`config.mk`:
```
export PLATFORM = sky130hd
export DESIGN_NAME = shuffled_lcg_random_generator_core_flat
export DESIGN_NICKNAME = d
export VERILOG_FILES = /design/src/slcg_pkg.sv /design/src/slcg_in_if.sv /design/src/slcg_out_if.sv /design/src/shuffled_lcg_random_generator_core.sv /design/src/slcg_ram.sv /design/src/flat_wrapper.sv
export SDC_FILE = /design/constraint.sdc
export NUM_CORES = 2
export LEC_CHECK = 0
export ABC_CLOCK_PERIOD_IN_PS = 5700
export CORE_UTILIZATION = 37
export DETAILED_ROUTE_END_ITERATION = 7
export DONT_BUFFER_PORTS = 1
export PLACE_DENSITY = 0.61
export SLEW_MARGIN = 20
export SYNTH_ARGS = -nofsm -noshare
export SYNTH_HDL_FRONTEND = slang
export SYNTH_SLANG_ARGS = --single-unit
```
`constraint.sdc`:
```
create_clock -name i_clk -period 5.7 [get_ports i_clk]
set_input_delay 1.14 -clock i_clk [delete_from_list [all_inputs] [get_ports i_clk]]
set_output_delay 1.14 -clock i_clk [all_outputs]
set_load 0.02 [all_outputs]
```
`src/slcg_pkg.sv`:
```
`default_nettype none

package slcg_pkg;

    // field widths
    localparam int VALUE_W = 31;
    localparam int FRAC_W  = 24;

    // multiplicative congruential generator, modulus 2^31-1
    localparam int                 MULT_W   = 15;
    localparam logic [MULT_W-1:0]  LCG_MULT = 15'd16807;
    localparam logic [VALUE_W-1:0] LCG_MOD  = 31'h7fff_ffff;
    localparam int                 PROD_W   = VALUE_W + MULT_W;

    // shuffle table, size is a power of two
    localparam int TABLE_SIZE   = 32;
    localparam int IDX_W        = $clog2(TABLE_SIZE);
    localparam int WARMUP_STEPS = 8;
    localparam int SEED_STEPS   = TABLE_SIZE + WARMUP_STEPS;
    localparam int CNT_W        = $clog2(SEED_STEPS);
    localparam longint SLOT_DIV = 64'd1 + (64'd2147483646 / TABLE_SIZE);
    localparam int SLOT_SHIFT   = $clog2(SLOT_DIV);

    // 1 - 1.2e-7 in 0.24, truncated
    localparam logic [FRAC_W-1:0] FRAC_MAX = 24'd16777213;

    typedef logic [VALUE_W-1:0] t_value;
    typedef logic [FRAC_W-1:0]  t_frac;

endpackage

`default_nettype wire

```
`src/slcg_in_if.sv`:
```
`default_nettype none

interface slcg_in_if;
    logic valid;
    logic ready;
    logic reseed;

    modport source (output valid, output reseed, input ready);
    modport sink   (input valid, input reseed, output ready);
endinterface

`default_nettype wire

```
`src/slcg_out_if.sv`:
```
`default_nettype none

interface slcg_out_if;
    import slcg_pkg::*;

    logic   valid;
    logic   ready;
    t_value value;
    t_frac  fraction;

    modport source (output valid, output value, output fraction, input ready);
    modport sink   (input valid, input value, input fraction, output ready);
endinterface

`default_nettype wire

```
`src/shuffled_lcg_random_generator_core.sv`:
```
// plain draw: the input transaction is followed by ST_MUL, ST_RED and ST_WR; ST_WR waits
//   while an older result is pending; a new request is taken only back in ST_IDLE
// seeding draw (reseed set, or first draw after reset): 40 generator steps come first
// the shared 31x15 multiplier and its mod 2^31-1 reduction make up each generator step
// reset (synchronous, active low) clears the sequencer, the output valid and the last
//   output, sets the seed register to 1; the shuffle table is filled by the first seeding
`default_nettype none

module shuffled_lcg_random_generator_core (
    input  wire logic            i_clk,
    input  wire logic            i_rst_n,
    input  wire logic            i_cfg_wr_en,
    input  wire slcg_pkg::t_value i_cfg_wr_data,
    slcg_in_if.sink              i_in,
    slcg_out_if.source           o_out
);
    import slcg_pkg::*;

    // sequencer states, one-hot
    typedef enum logic [3:0] {
        ST_IDLE = 4'b0001,
        ST_MUL  = 4'b0010,
        ST_RED  = 4'b0100,
        ST_WR   = 4'b1000
    } t_state;

    t_state              r_state,     n_state;
    t_value              r_seed,      n_seed;
    t_value              r_s,         n_s;       // generator state
    logic [PROD_W-1:0]   r_prod,      n_prod;    // registered product
    t_value              r_last,      n_last;    // last shuffled output, 0 = unseeded
    logic [CNT_W-1:0]    r_cnt,       n_cnt;     // seeding steps left after the current one
    logic                r_seeding,   n_seeding;
    logic                r_out_valid, n_out_valid;
    t_value              r_out_value, n_out_value;
    t_frac               r_out_frac,  n_out_frac;

    // shared reduction: p = hi*2^31 + lo = hi + lo (mod 2^31-1)
    logic [VALUE_W:0]    w_red_sum;
    t_value              w_red;

    // table slot from last output
    t_value              w_slot_raw;
    logic [IDX_W-1:0]    w_slot;

    // table memory ports
    logic                w_wr_en;
    logic [IDX_W-1:0]    w_wr_addr;
    t_value              w_wr_data;
    logic                w_rd_en;
    t_value              w_rd_data;

    // fraction = floor(v * 2^24 / (2^31-1)) using the mersenne form
    logic [FRAC_W-1:0]   w_q0;
    logic [VALUE_W:0]    w_fsum;
    logic [FRAC_W:0]     w_q;
    t_frac               w_frac;

    // seed fixup: zero and the modulus itself both become one
    t_value              w_seed_fix;

    logic                w_in_acc;
    logic                w_out_acc;
    logic                w_wr_go;

    assign w_in_acc  = i_in.valid && i_in.ready;
    assign w_out_acc = r_out_valid && o_out.ready;
    // draw finish stalls while an older result is still pending
    assign w_wr_go   = !r_out_valid || o_out.ready;

    assign w_seed_fix = (r_seed == '0 || r_seed == LCG_MOD) ? t_value'(1) : r_seed;

    assign w_red_sum = {1'b0, r_prod[VALUE_W-1:0]} + (VALUE_W+1)'(r_prod[PROD_W-1:VALUE_W]);
    assign w_red     = (w_red_sum >= {1'b0, LCG_MOD})
                     ? VALUE_W'(w_red_sum - {1'b0, LCG_MOD})
                     : w_red_sum[VALUE_W-1:0];

    assign w_slot_raw = r_last >> SLOT_SHIFT;
    assign w_slot     = (w_slot_raw >= t_value'(TABLE_SIZE))
                      ? IDX_W'(TABLE_SIZE - 1) : w_slot_raw[IDX_W-1:0];

    assign w_q0   = w_rd_data[VALUE_W-1:VALUE_W-FRAC_W];
    assign w_fsum = {1'b0, w_rd_data[VALUE_W-FRAC_W-1:0], {FRAC_W{1'b0}}}
                  + (VALUE_W+1)'(w_q0);
    assign w_q    = {1'b0, w_q0} + (FRAC_W+1)'(w_fsum >= {1'b0, LCG_MOD});
    assign w_frac = (w_q > {1'b0, FRAC_MAX}) ? FRAC_MAX : w_q[FRAC_W-1:0];

    // memory: seeding writes count down from the last slot, draws read then write one slot
    // seeding stores the freshly reduced step, a draw stores the already stepped state
    always_comb begin
        w_rd_en   = (r_state == ST_RED) && !r_seeding;
        w_wr_en   = 1'b0;
        w_wr_addr = w_slot;
        w_wr_data = r_s;
        if (r_state == ST_RED && r_seeding && r_cnt < CNT_W'(TABLE_SIZE)) begin
            w_wr_en   = 1'b1;
            w_wr_addr = r_cnt[IDX_W-1:0];
            w_wr_data = w_red;
        end else if (r_state == ST_WR && w_wr_go) begin
            w_wr_en   = 1'b1;
        end
    end

    slcg_ram #(
        .WIDTH (VALUE_W),
        .DEPTH (TABLE_SIZE)
    ) u_table (
        .i_clk     (i_clk),
        .i_wr_en   (w_wr_en),
        .i_wr_addr (w_wr_addr),
        .i_wr_data (w_wr_data),
        .i_rd_en   (w_rd_en),
        .i_rd_addr (w_slot),
        .o_rd_data (w_rd_data)
    );

    // sequencer
    always_comb begin
        n_state     = r_state;
        n_seed      = i_cfg_wr_en ? i_cfg_wr_data : r_seed;
        n_s         = r_s;
        n_prod      = r_prod;
        n_last      = r_last;
        n_cnt       = r_cnt;
        n_seeding   = r_seeding;
        n_out_valid = r_out_valid && !w_out_acc;
        n_out_value = r_out_value;
        n_out_frac  = r_out_frac;

        unique case (r_state)
            ST_IDLE: begin
                if (w_in_acc) begin
                    n_state = ST_MUL;
                    if (i_in.reseed || r_last == '0) begin
                        n_s       = w_seed_fix;
                        n_cnt     = CNT_W'(SEED_STEPS - 1);
                        n_seeding = 1'b1;
                    end else begin
                        n_seeding = 1'b0;
                    end
                end
            end
            ST_MUL: begin
                n_prod  = PROD_W'(r_s) * PROD_W'(LCG_MULT);
                n_state = ST_RED;
            end
            ST_RED: begin
                n_s = w_red;
                if (r_seeding) begin
                    n_state = ST_MUL;
                    if (r_cnt == '0) begin
                        // final seeding step also becomes the last output
                        n_last    = w_red;
                        n_seeding = 1'b0;
                    end else begin
                        n_cnt = r_cnt - CNT_W'(1);
                    end
                end else begin
                    n_state = ST_WR;
                end
            end
            ST_WR: begin
                if (w_wr_go) begin
                    n_last      = w_rd_data;
                    n_out_valid = 1'b1;
                    n_out_value = w_rd_data;
                    n_out_frac  = w_frac;
                    n_state     = ST_IDLE;
                end
            end
            default: begin
                n_state = ST_IDLE;
            end
        endcase
    end

    always_ff @(posedge i_clk) begin
        if (!i_rst_n) begin
            r_state     <= ST_IDLE;
            r_seed      <= t_value'(1);
            r_last      <= '0;
            r_seeding   <= 1'b0;
            r_out_valid <= 1'b0;
        end else begin
            r_state     <= n_state;
            r_seed      <= n_seed;
            r_last      <= n_last;
            r_seeding   <= n_seeding;
            r_out_valid <= n_out_valid;
        end
        r_s         <= n_s;
        r_prod      <= n_prod;
        r_cnt       <= n_cnt;
        r_out_value <= n_out_value;
        r_out_frac  <= n_out_frac;
    end

    assign i_in.ready     = (r_state == ST_IDLE);
    assign o_out.valid    = r_out_valid;
    assign o_out.value    = r_out_value;
    assign o_out.fraction = r_out_frac;

    // generator state entering the multiplier is never zero or the modulus
    a_state_nonzero: assert property (@(posedge i_clk) disable iff (!i_rst_n)
        r_state == ST_MUL |-> (r_s != '0 && r_s != LCG_MOD))
        else $error("generator state degenerate");

    // a draw only finishes once the generator has been seeded
    a_draw_seeded: assert property (@(posedge i_clk) disable iff (!i_rst_n)
        r_state == ST_WR |-> (r_last != '0 && !r_seeding))
        else $error("draw without seeded table");

    // a finished result is a valid generator value with a clamped fraction
    a_out_range: assert property (@(posedge i_clk) disable iff (!i_rst_n)
        r_out_valid |-> (r_out_value != '0 && r_out_value != LCG_MOD
                         && r_out_frac <= FRAC_MAX))
        else $error("result out of range");

    // a pending result is never overwritten before its transaction
    a_out_hold: assert property (@(posedge i_clk) disable iff (!i_rst_n)
        r_out_valid && !o_out.ready |=> r_out_valid && $stable(r_out_value))
        else $error("pending result lost");

    // seeding always starts the full seeding step count, table fill plus warm-up
    a_seed_start: assert property (@(posedge i_clk) disable iff (!i_rst_n)
        $rose(r_seeding) |-> r_cnt == CNT_W'(SEED_STEPS - 1))
        else $error("seeding count wrong");

endmodule

`default_nettype wire

```
`src/slcg_ram.sv`:
```
`default_nettype none

module slcg_ram #(
    parameter int WIDTH = 8,
    parameter int DEPTH = 16
) (
    input  wire logic                     i_clk,
    input  wire logic                     i_wr_en,
    input  wire logic [$clog2(DEPTH)-1:0] i_wr_addr,
    input  wire logic [WIDTH-1:0]         i_wr_data,
    input  wire logic                     i_rd_en,
    input  wire logic [$clog2(DEPTH)-1:0] i_rd_addr,
    output logic      [WIDTH-1:0]         o_rd_data
);

    logic [WIDTH-1:0] r_mem [DEPTH];

    always_ff @(posedge i_clk) begin
        if (i_wr_en) begin
            r_mem[i_wr_addr] <= i_wr_data;
        end
        if (i_rd_en) begin
            o_rd_data <= r_mem[i_rd_addr];
        end
    end

endmodule

`default_nettype wire

```
`src/flat_wrapper.sv`:
```
// flat-port wrapper written by rule: the top's interface ports become plain ports
module shuffled_lcg_random_generator_core_flat import slcg_pkg::*;
  (i_clk, i_rst_n, i_cfg_wr_en, i_cfg_wr_data, i_in_valid, i_in_reseed, i_in_ready, o_out_valid, o_out_value, o_out_fraction, o_out_ready);
  slcg_in_if i_in_i ();
  slcg_out_if o_out_i ();
  input  wire logic i_clk;
  input  wire logic i_rst_n;
  input  wire logic i_cfg_wr_en;
  input  wire slcg_pkg::t_value i_cfg_wr_data;
  input wire logic [$bits(i_in_i.valid)-1:0] i_in_valid;
  input wire logic [$bits(i_in_i.reseed)-1:0] i_in_reseed;
  output wire logic [$bits(i_in_i.ready)-1:0] i_in_ready;
  output wire logic [$bits(o_out_i.valid)-1:0] o_out_valid;
  output wire logic [$bits(o_out_i.value)-1:0] o_out_value;
  output wire logic [$bits(o_out_i.fraction)-1:0] o_out_fraction;
  input wire logic [$bits(o_out_i.ready)-1:0] o_out_ready;
  assign i_in_i.valid = i_in_valid;
  assign i_in_i.reseed = i_in_reseed;
  assign i_in_ready = i_in_i.ready;
  assign o_out_valid = o_out_i.valid;
  assign o_out_value = o_out_i.value;
  assign o_out_fraction = o_out_i.fraction;
  assign o_out_i.ready = o_out_ready;
  shuffled_lcg_random_generator_core u_core (.i_clk(i_clk), .i_rst_n(i_rst_n), .i_cfg_wr_en(i_cfg_wr_en), .i_cfg_wr_data(i_cfg_wr_data), .i_in(i_in_i), .o_out(o_out_i));
endmodule
```
* Word level (Yosys, flattened, before mapping)
Memories as Yosys holds them, arrays and structs flattened. A register that Yosys moved wholly into a read port is not among the register bits.
Index checks and enable logic that the tools add are counted.
** Cells by class
- Add/sub/neg operators :: 5
- $mul :: 1
- Magnitude comparators :: 5
- Equal/unequal tests :: 11
- Muxes and demuxes :: 32
- Reduce and logical (&&, ||, !) cells :: 24
** Operator list (number)
- 31-bit two-way mux :: 8
- 31-bit one-hot mux with 2 select lines :: 2
- 32-bit by 31-bit greater-or-equal comparator with 1-bit output, second input constant :: 2
- 31-bit logical NOT :: 2
- 31-bit by 15-bit multiplier with 46-bit output, second input constant :: 1
- 31-bit by 15-bit adder with 32-bit output :: 1
- 31-bit by 24-bit adder with 32-bit output :: 1
- 31-bit == test, second input constant :: 1
- 31-bit subtractor, second input constant :: 1
- 24-bit by 1-bit adder with 25-bit output :: 1
- 25-bit by 24-bit greater-than comparator with 1-bit output, second input constant :: 1
- 6-bit two-way mux :: 4
- 4-bit one-hot mux with 4 select lines :: 1
- 4-bit two-way mux :: 3
- 6-bit one-hot mux with 2 select lines :: 1
- 1-bit two-way mux :: 10
- 5-bit two-way mux :: 2
- 2-bit != test, second input constant :: 4
- 1-bit logical AND :: 7
- 5-bit by 6-bit greater-or-equal comparator with 1-bit output, second input constant :: 1
- 6-bit logical NOT :: 1
- 6-bit less-than comparator, second input constant :: 1
- 2-bit AND reduction :: 3
- 6-bit by 1-bit subtractor with 6-bit output, second input constant :: 1
- other kinds (12) :: 18
** Storage, ports and cells
- Register bits after elaboration :: 206
- Bits in writable memories :: 992
- Bits of input ports :: 37
- Output and inout bits :: 57
- Logic and storage cells :: 89
- Memories :: 1
** Memory list
- u_core.u_table.r_mem :: depth 32, bits a word 31, read ports 1, clocked after memory_dff 1, wr ports 1, RTL line slcg_ram.sv:16 : logic [WIDTH-1:0] r_mem [DEPTH];

* Logic depth before layout (Yosys ltp)
- Depth after elaboration :: 7
- Depth in mapped cells :: 24
- Mapped depth without buffers :: 23

* Hierarchy
A second synthesis with hierarchy kept.
** Second synthesis, totals
- Cell total of the unflattened synthesis :: 4141
- Area, all modules :: 57948.1 µm²
** By module, submodules not included
- slcg_ram :: times used 1, cells an instance 2192, area each 39474.1 µm², sequential area each 30719.5 µm²
- shuffled_lcg_random_generator_core :: times used 1, cells an instance 1949, area each 18474.0 µm², sequential area each 5505.3 µm²

* Least setup slack after synthesis
OpenSTA, ideal clock, no wires.
- Path type :: flip-flop to flip-flop
- Start :: register u_core.r_state[1]
- End :: register u_core.r_prod[0] (enable)
- Library setup time :: 582 ps
- Arrival time :: 5258 ps
- Required time :: 5118 ps
- Path slack :: -141 ps
- Stages on the path, launching flop included :: 2
- Buffers on the path :: 0
- Clock period less this slack :: 5841 ps
- Path through :: dfxtp_1 > nor4b_1
** Between the ends
- Cells in the longest elaborated chain, start to end :: 1
** Ends and longest elaborated chain
- from (decl) :: RTL line shuffled_lcg_random_generator_core.sv:27 : t_state r_state, n_state;
- from (signal assigned) :: RTL line shuffled_lcg_random_generator_core.sv:185 : r_state <= n_state;
- 4-bit by 2-bit == test with 1-bit output :: RTL line shuffled_lcg_random_generator_core.sv:130 : unique case (r_state)
- to (signal assigned) :: RTL line shuffled_lcg_random_generator_core.sv:192 : r_prod <= n_prod;
- to (decl) :: RTL line shuffled_lcg_random_generator_core.sv:30 : logic [PROD_W-1:0] r_prod, n_prod;
No other way between the ends.
A chain may end at the register's enable or synchronous reset.

* Final worst setup path
- Start :: register u_core.r_s[15]
- End :: register u_core.r_prod[39], data pin
** Between the ends
- Cells in the longest elaborated chain, start to end :: 1
** Ends and longest elaborated chain
- from (decl) :: RTL line shuffled_lcg_random_generator_core.sv:29 : t_value r_s, n_s;
- from (signal assigned) :: RTL line shuffled_lcg_random_generator_core.sv:191 : r_s <= n_s;
- 31-bit by 15-bit multiplier with 46-bit output :: RTL line shuffled_lcg_random_generator_core.sv:144 : n_prod = PROD_W'(r_s) * PROD_W'(LCG_MULT);
No other way between the ends.

==> out/metrics.cfg <==
[timing]
hold_viol=0
finalHoldWorstSlack_ps=477
setup_tns_ps=-302
finalClockSkew_ps=54.5
drv_slew=0
fin_ws_ps=-99.3
slew-limit-headroom_pct=23.8
setup_viol=7
max_freq_mhz=172
fin_crit_ps=5800
period_share_pct=102
timing_worst_slew_pin_value_ps=1140
grt_setup_unrepaired=yes

[synthesis]
syn_nets=3844
synth_most_common_cell=edfxtp_1
synth_edf_count=1161
synth_seq_cells=1229
syn_area_mm2=0.0572
avgSynthCellArea_um2=16.5
synthDistinctLibCells=82
async_flop_share_pct=0
ys.flop_type=edfxtp_1
synth_top_cell_area_share_pct=60.9
synthTopCellsByCount=edfxtp_1 (1161), inv_1 (315), mux4_2 (310), ha_1 (207), fa_1 (134)
synth_cells=3466
seq_area_frac_synth_pct=63.3
synth.area.top_cells=edfxtp_1 (61%), mux4_2 (12%), fa_1 (4.7%)
yosysWarningCount=0
synth_area_leader_cell=edfxtp_1

[detailed_routing]
firstDrtPassIters=6
detail_route.wl_per_cell_um=25.8
drt-initial-drc-count=3661
totalWireLength_mm=151
vias_per_cell=5.49
routed-via-count=32100
ant_nets=0
drc_errors=0

[floorplanning]
die_width_um=395
rows=143
die_y_um=395
dieArea_mm2=0.156
initial_core_util_pct=37.5
coreArea_mm2=0.153
io_pins=94

[worst_setup_path]
start_kind=flip-flop
startpoint=u_core.r_s[15]
worstReg2RegEnd=u_core.r_prod[39]
worst_r2r_path_depth=23
endpoint_kind=flip-flop
r2r_slack_ps=-100
crit_required_ps=6190
worstPathMaxFanout=3
r2r_start=u_core.r_s[15]
crit_path_end=u_core.r_prod[39]
critPathKind=reg -> reg
arrival_ps=6290

[clock_network]
clk_pin_slew_ps=60
numCtsBuffers=130
postCtsHoldBufs=0
clock_latency_ps=780
clockBufferDepth=3
clock-sinks=1229
clockRootBuffer=clkbuf_16
htree_num_levels=4
cts_tree=built

[status]
outcome=complete, but fails checks
failed_checks=setup timing

[grt]
overflow=0
grt_pass1_vias=32500
grtUsageTotal_pct=19.3
grt_first_pass_wirelength_mm=222
grt_max_degree=95
antenna_found_initial=3

[placed_design]
dpl.hpwl_mm=96.2
dp_slack_ps=-337
dp.cells=5577
gp_routability_congestion=0.884
portBuffers=0

[pwr]
power_density_mw_per_mm2=538
p_leak_nw=22.8
ir_drop_uv=979

[cells_and_area]
layout.nets=4094
finalNonFillerCells=5849
multi_input_comb_area_mm2=0.0205
drive_gt1_share_pct=26.9
fillers=13300
register_area_mm2=0.0362
syn_to_final_growth_pct=16.6
finish.utilization_pct=43.7

[run]
cap_violations=0

[hold_path]
hp-class=reg -> reg

==> power by group <==
group / leakage (nW) / internal [W] / switching [W]
logic: 9.78 / 0.00801 / 0.00910
registers: 11.0 / 0.0106 / 0.000132
clock network: 1.98 / 0.00453 / 0.00361
==> placed cells by master, fill, tap and decap left out, drive strengths merged, types with 42 or more instances in the layout <==
master and n:
edfxtp 1161, inv 324, mux4 310, buf 270
ha 207, clkbuf 167, fa 134, nand2 129
nor2 107, o21ai 106, a21oi 98, nand3 79
dfxtp 68, xnor2 60, clkinv 49, nand4 42
==> critical path: stages, from the launching register on <==
cell and delay (ps):
edfxtp_1 440, buf_6 150, fa_1 440, ha_1 300
inv_2 40, fa_1 490, inv_1 50, fa_1 450
fa_1 500, inv_1 50, fa_1 520, inv_2 50
ha_4 270, a21o_1 170, nor2_4 50, a21o_1 180
a211oi_2 230, o21ai_2 130, o211ai_1 300, a311o_1 280
buf_6 130, a21o_1 120, a21oi_2 60, xnor2_1 130
==> worst min-delay path by stage <==
stage,start,end,slack (ps),cells past startpoint
after global routing,i_rst_n,u_core.r_seed[0],460,1
after floorplan,u_core.u_table.o_rd_data[23],u_core.o_out.value[23],420,0
after detailed placement,u_core.r_last[9],u_core.r_last[9],470,2
after CTS,i_rst_n,u_core.r_seed[0],420,1
final,u_core.r_last[9],u_core.r_last[9],480,2
after global placement,u_core.r_last[12],u_core.r_last[12],450,2
==> stage by stage <==
step                power (W)  cell area, µm²
floorplan              0.0188           57300
global placement       0.0247           61700
detailed placement     0.0245           61700
CTS                    0.0340           66100
global route           0.0379           66800
finish                 0.0359           66800
==> registers in the layout (all words and copies together), names as in the netlist <==
signal	flops
u_core.u_table.r_mem	992
u_core.o_out.valid	1
u_core.r_seeding	1
u_core.r_seed	31
u_core.r_state	4
u_core.r_prod	46
u_core.o_out.value	31
u_core.r_last	31
u_core.o_out.fraction	24
u_core.u_table.o_rd_data	31
u_core.r_cnt	6
u_core.r_s	31
==> cells by family after synthesis <==
group	share of synthesized area, %
compound gates	4.81
xor+xnor	1.36
fa+ha+maj	9.21
buf+inv	3.11
flops	63.3
mux	13.4
simple gates	4.82
==> layout make-up <==
| class | instances | area share, % |
|---|---|---|
| well taps | 2030 | 3.80 |
| flip-flops and latches | 1229 | 54.3 |
| repair buffers | 270 | 3.31 |
| diodes | 3 | 0.0112 |
| multi-input cells | 1770 | 30.7 |
| clock inverters | 65 | 0.978 |
| clock buffers | 167 | 5.16 |
| inverters | 315 | 1.77 |
==> layer usage <==
layer	up-vias	wire length [µm]	share of wire, %	global-route usage, %
li1	13900	-	-	-
met4	0	3910	2.6	5.55
met3	208	9630	6.4	2.68
met1	16800	63300	42	26.6
met2	1163	74300	49	32.1
met5	-	0	0	0
==> timing repair <==
item,in CTS,in global routing
pin swaps,50,90
gates resized for setup,44,114
endpoints found under the setup margin,20,22
setup buffers,17,20
(Power assumes the default switching activity.)
